<file path="src/hdl/kmc_pkg.sv">
`timescale 1ns / 1ps
// ----------------------------------------------------------------------------
// K-means clustering package
// Shared types, codes and default sizes for the k-means clustering block.
// ----------------------------------------------------------------------------
package kmc_pkg;

    localparam int MAX_POINTS_DEF = 1024;
    localparam int DIMENSIONS_DEF = 20;
    localparam int CLUSTERS_DEF   = 3;
    localparam int COORD_W        = 16;

    localparam int APB_AW = 3;
    localparam int APB_DW = 32;

    localparam logic REG_NUM_POINTS = 1'b0;
    localparam logic REG_MAX_ITER   = 1'b1;

    localparam logic [10:0] NUM_POINTS_RST = 11'd1024;
    localparam logic [15:0] MAX_ITER_RST   = 16'd1000;

    localparam logic [1:0] MODE_LOAD = 2'd0;
    localparam logic [1:0] MODE_RUN  = 2'd1;
    localparam logic [1:0] MODE_READ = 2'd2;
    localparam logic [1:0] MODE_NOP  = 2'd3;

    typedef enum logic [1:0] {
        OP_SEED,
        OP_ASSIGN,
        OP_ACCUM
    } op_t;

    typedef enum logic [3:0] {
        ST_IDLE,
        ST_READ,
        ST_CLEAR,
        ST_SEED,
        ST_PASS,
        ST_ASSIGN,
        ST_DRAIN_A,
        ST_ACCUM,
        ST_DRAIN_B,
        ST_DIV_SEL,
        ST_DIV_WAIT,
        ST_PASS_END,
        ST_DONE
    } state_t;

    typedef struct packed {
        logic [1:0]         mode;
        logic [9:0]         point_index;
        logic [4:0]         dim_index;
        logic signed [15:0] coordinate;
    } item_t;

    typedef struct packed {
        logic [2:0]  cluster_index;
        logic [15:0] iteration_count;
        logic        converged;
    } result_t;

endpackage

</file>
<file path="src/hdl/kmc_divider.sv">
`timescale 1ns / 1ps
// ----------------------------------------------------------------------------
// Centroid divider
// Restoring divider, one quotient bit per cycle, truncating toward zero.
// ----------------------------------------------------------------------------
module kmc_divider #(
    parameter int MAX_POINTS = kmc_pkg::MAX_POINTS_DEF
) (
    input  logic                                   clk,
    input  logic                                   rst_n,
    input  logic                                   start,
    input  logic signed [$clog2(MAX_POINTS)+15:0]  dividend,
    input  logic [$clog2(MAX_POINTS):0]            divisor,
    output logic                                   done,
    output logic signed [15:0]                     quotient
);

    localparam int PW    = $clog2(MAX_POINTS);
    localparam int SUM_W = PW + 16;
    localparam int CNT_W = PW + 1;
    localparam int SW    = $clog2(SUM_W + 1);

    logic             busy_reg;
    logic             done_reg;
    logic [SW-1:0]    step_reg;
    logic [SUM_W-1:0] quo_reg;
    logic [CNT_W-1:0] rem_reg;
    logic [CNT_W-1:0] div_reg;
    logic             neg_reg;
    logic [CNT_W:0]   trial;
    logic             fits;
    logic [15:0]      qlow;

    assign trial = {rem_reg, quo_reg[SUM_W-1]};
    assign fits  = trial >= {1'b0, div_reg};

    always_ff @(posedge clk or negedge rst_n)
    begin
        if (!rst_n)
        begin
            busy_reg <= 1'b0;
            done_reg <= 1'b0;
            step_reg <= '0;
        end
        else
        begin
            done_reg <= 1'b0;
            if (start)
            begin
                busy_reg <= 1'b1;
                step_reg <= SW'(SUM_W);
            end
            else if (busy_reg)
            begin
                step_reg <= step_reg - SW'(1);
                if (step_reg == SW'(1))
                begin
                    busy_reg <= 1'b0;
                    done_reg <= 1'b1;
                end
            end
        end
    end

    always_ff @(posedge clk)
    begin
        if (start)
        begin
            quo_reg <= dividend[SUM_W-1] ? SUM_W'(-dividend) : SUM_W'(dividend);
            rem_reg <= '0;
            div_reg <= divisor;
            neg_reg <= dividend[SUM_W-1];
        end
        else if (busy_reg)
        begin
            if (fits)
            begin
                rem_reg <= CNT_W'(trial - {1'b0, div_reg});
            end
            else
            begin
                rem_reg <= trial[CNT_W-1:0];
            end
            quo_reg <= {quo_reg[SUM_W-2:0], fits};
        end
    end

    assign qlow     = quo_reg[15:0];
    assign quotient = neg_reg ? -qlow : qlow;
    assign done     = done_reg;

endmodule

</file>
<file path="config.mk">
export PLATFORM = sky130hd
export DESIGN_NAME = kmc_divider
export DESIGN_NICKNAME = d
export VERILOG_FILES = /design/src/hdl/kmc_pkg.sv /design/src/hdl/kmc_divider.sv
export SDC_FILE = /design/constraint.sdc
export NUM_CORES = 1
export LEC_CHECK = 0
export ABC_AREA = 1
export BUFFER_PORTS_ARGS = -buffer_cell sky130_fd_sc_hd__buf_2
export CAP_MARGIN = 25
export CORE_ASPECT_RATIO = 0.75
export CORE_MARGIN = 5
export CORE_UTILIZATION = 45
export DETAILED_ROUTE_END_ITERATION = 8
export HOLD_SLACK_MARGIN = 0.1
export PLACE_DENSITY_LB_ADDON = 0.05
export SETUP_SLACK_MARGIN = 0.02
export SYNTH_ARGS = -nofsm -noshare
export SYNTH_HDL_FRONTEND = slang
export SYNTH_SLANG_ARGS = --single-unit
export TNS_END_PERCENT = 100
</file>
<file path="constraint.sdc">
create_clock -name clk -period 2.1 [get_ports clk]
set_input_delay 0.105 -clock clk [delete_from_list [all_inputs] [get_ports clk]]
set_output_delay 0.105 -clock clk [all_outputs]
set_load 0.005 [all_outputs]
</file>
==> flow_metrics.py <==
metrics = {
    "timing": {
        "max_freq_mhz": 507,
        "worst_pin_slew_ps": 496,
        "setup_viol": 0,
        "finalHoldViolCount": 0,
        "fin_worst_skew_ps": 5.89,
        "layout_setup_ws_ps": 127,
        "tns_ps": 0,
        "post-route-period-util_pct": 93.9,
        "drv_slew": 0,
        "grt_setup_unrepaired": "no",
        "holdWs_ps": 160,
        "fin_crit_ps": 1970,
        "relSlewSlack_pct": 66.9,
    },
    "synthesis": {
        "yosys.area_share.xor_xnor_pct": 4.93,
        "ys_types": 44,
        "syn_area_um2": 4090,
        "yosysWarnings": 0,
        "yosysSeqAreaShare_pct": 37.6,
        "syn-num-nets": 622,
        "synth-simple-area-share_pct": 35.1,
        "synth_top_family_by_area": "simple AND/OR/NAND/NOR gates",
        "synthMuxAreaShare_pct": 0,
        "ys_ff_latch": 56,
        "async_flop_share_pct": 12.5,
        "synth-compound-area-share_pct": 7.19,
        "avgSynthCellArea_um2": 7.22,
        "synth_edf_count": 38,
        "syn_inst": 566,
        "synthAdderAreaFrac_pct": 5.08,
        "ys.flop_type": "edfxtp_1",
    },
    "grt": {
        "antenna_found_initial": 0,
        "grt_usage_pct": 19.3,
        "grt_pass1_wl_um": 17400,
        "first_global_vias": 3495,
        "grt_max_degree": 30,
        "grt_remaining_overflow": 0,
    },
    "cells_and_area": {
        "layout_commonest_cell": "nand2_1",
        "fillerInstances": 900,
        "areaGrowthSynthToFinish_pct": 18.0,
        "drive_above_1_share_pct": 18.7,
        "diodes": 0,
        "final_cell_mix": "151 x nand2_1, 81 x inv_1, 56 x buf_2",
        "layoutNonFillerInstCount": 750,
        "largest_register_ff_count": 26,
        "finalNetCount": 693,
    },
    "floorplanning": {
        "die-area_um2": 11100,
        "io_pins": 57,
        "fp-row-count": 30,
        "coreArea_um2": 8970,
        "die_width_um": 120,
        "die_h_um": 92.6,
        "initial_core_util_pct": 45.6,
    },
    "pwr": {
        "vdd_drop_max_mv": 0.416,
        "power_w": 0.00408,
        "p_leak_nw": 2.38,
        "pwr_density_cell_nw_per_um2": 846,
    },
    "critical_path": {
        "cp_cell_sequence": "inv_2 -> ha_4 -> nand2_2 -> nor3_4 -> nand4_1 -> nand2b_1 -> nand2_1 -> nand2_1 -> nand2_1 -> buf_2",
        "endpoint_kind": "output port",
        "cp_common_cell": "nand2_1",
        "worstPathArrival_ps": 1870,
        "r2r-end": "quo_reg[0]",
        "rrSetupSlack_ps": 210,
        "r2r-start": "quo_reg[25]",
        "critPathRequiredTime_ps": 2000,
        "critPathKind": "reg -> out",
        "path_max_fanout": 3,
        "start_kind": "register",
        "critPathLaunch": "quo_reg[0]",
        "cp_slowest_cell": "edfxtp_1",
        "max_stage_delay_ps": 410,
        "r2r_cells": 11,
        "endpoint": "quotient[12]",
    },
    "cts": {
        "cts_max_level": 2,
        "clk_pin_slew_ps": 70,
        "cts_tree": "done",
        "cts_inserted_buffers": 5,
        "clk_path_buf_depth": 2,
        "clockRootBuffer": "clkbuf_16",
        "clock_sink_count": 56,
        "clk_latency_ps": 300,
    },
    "place": {
        "port_buffers": 56,
        "gp_congestion": 0.821,
        "dp_hpwl_um": 8140,
        "placed_cells": 728,
        "dp_slack_ps": 182,
    },
    "worst_hold_path": {
        "hp-class": "in -> async",
    },
    "routing": {
        "via_per_inst": 5.04,
        "drt-total-wl_um": 10300,
        "postRouteAntennaNets": 0,
        "drt_pass1_iterations": 5,
        "drtIter0Drc": 248,
        "vias": 3780,
        "drc_errors": 0,
        "wire_per_inst_um": 13.8,
    },
    "flow_run": {
        "maxCapViolations": 0,
    },
    "run_status": {
        "outcome": "completed",
    },
}
-- per-layer routing --
metal  GRT usage [%]  share of wire [%]  up-vias
li1                -                  -     1976
met5               0                  0        -
met2            28.9                 43       82
met1            29.4                 52     1717
met4            2.67               0.48        0
met3            3.72                4.2        5
-- cell usage after synthesis, types with 2 or more instances --
library cell,number,area (µm²)
o22ai_1,3,18.8
a21oi_1,11,55.1
buf_1,2,7.51
o21ai_1,8,40.0
nor2_1,50,188
nor2_2,4,25.0
nand4_1,18,113
nand2_2,14,87.6
o21ai_0,22,110
o211ai_1,2,15.0
nand3_1,54,270
edfxtp_1,38,1140
dfrtp_1,7,175
inv_2,4,15.0
ha_1,15,188
buf_2,4,20.0
nand2_1,153,574
inv_1,83,312
dfxtp_1,11,220
xnor2_1,4,35.0
or2_1,2,12.5
nand3b_1,2,15.0
a31oi_1,5,31.3
clkbuf_1,7,26.3
xor2_1,19,166
nand3_2,6,60.1
-- through the flow --
stage          cell area, µm²  util [%]
2_1_floorplan            4090         -
3_3_place_gp             4510      50.3
3_5_place_dp             4510      50.3
4_1_cts                  4780      53.2
5_1_grt                  4820      53.8
6_report                 4820      53.8
-- critical path, delay by kind of cell, from the launching register on --
family | cells | cell delay (ps)
buf+inv | 2 | 220
fa+ha+maj | 1 | 130
simple gates | 7 | 800
flops | 1 | 410
-- cell type report --
cell class              count  area [µm²]  area share (%)
multi-input cells         407        2170            45.0
repair buffers             80         503            10.4
well taps                 112         140            2.91
clock buffers               5         125            2.59
flip-flops and latches     56        1540            31.9
clock inverters             3        21.3           0.441
inverters                  87         327            6.77
-- worst min path at each step --
| stage | startpoint | end | slack (ps) | cells past startpoint |
|---|---|---|---|---|
| CTS | rst_n | step_reg[0] | 170 | 2 |
| finish | rst_n | step_reg[0] | 160 | 2 |
| floorplan | rst_n | busy_reg | -190 | 0 |
| global route | rst_n | step_reg[2] | 180 | 2 |
| global placement | rst_n | step_reg[2] | -60 | 1 |
| detailed placement | rst_n | step_reg[2] | -50 | 1 |
-- report_power, final --
group          internal, W  switching [W]
Combinational     0.000700        0.00103
Sequential         0.00137       0.000124
Clock             0.000447       0.000408
-- timing repair --
item / in CTS / in global routing
hold endpoints to repair: 18 / 0
pin swaps: 1 / 6
setup buffers: 0 / 2
hold buffers: 12 / 0
endpoints found under the setup margin: 1 / 11
resized for setup: 0 / 11
-- kinds of logic after synthesis --
group,after synthesis
AND/OR/NAND/NOR,314
XOR/XNOR,23
buffers and inverters,103
adder cells (fa/ha/maj),16
AO/OA/AOI/OAI,54
flip-flops,56
Note: power is estimated with default switching activity, not from simulation.
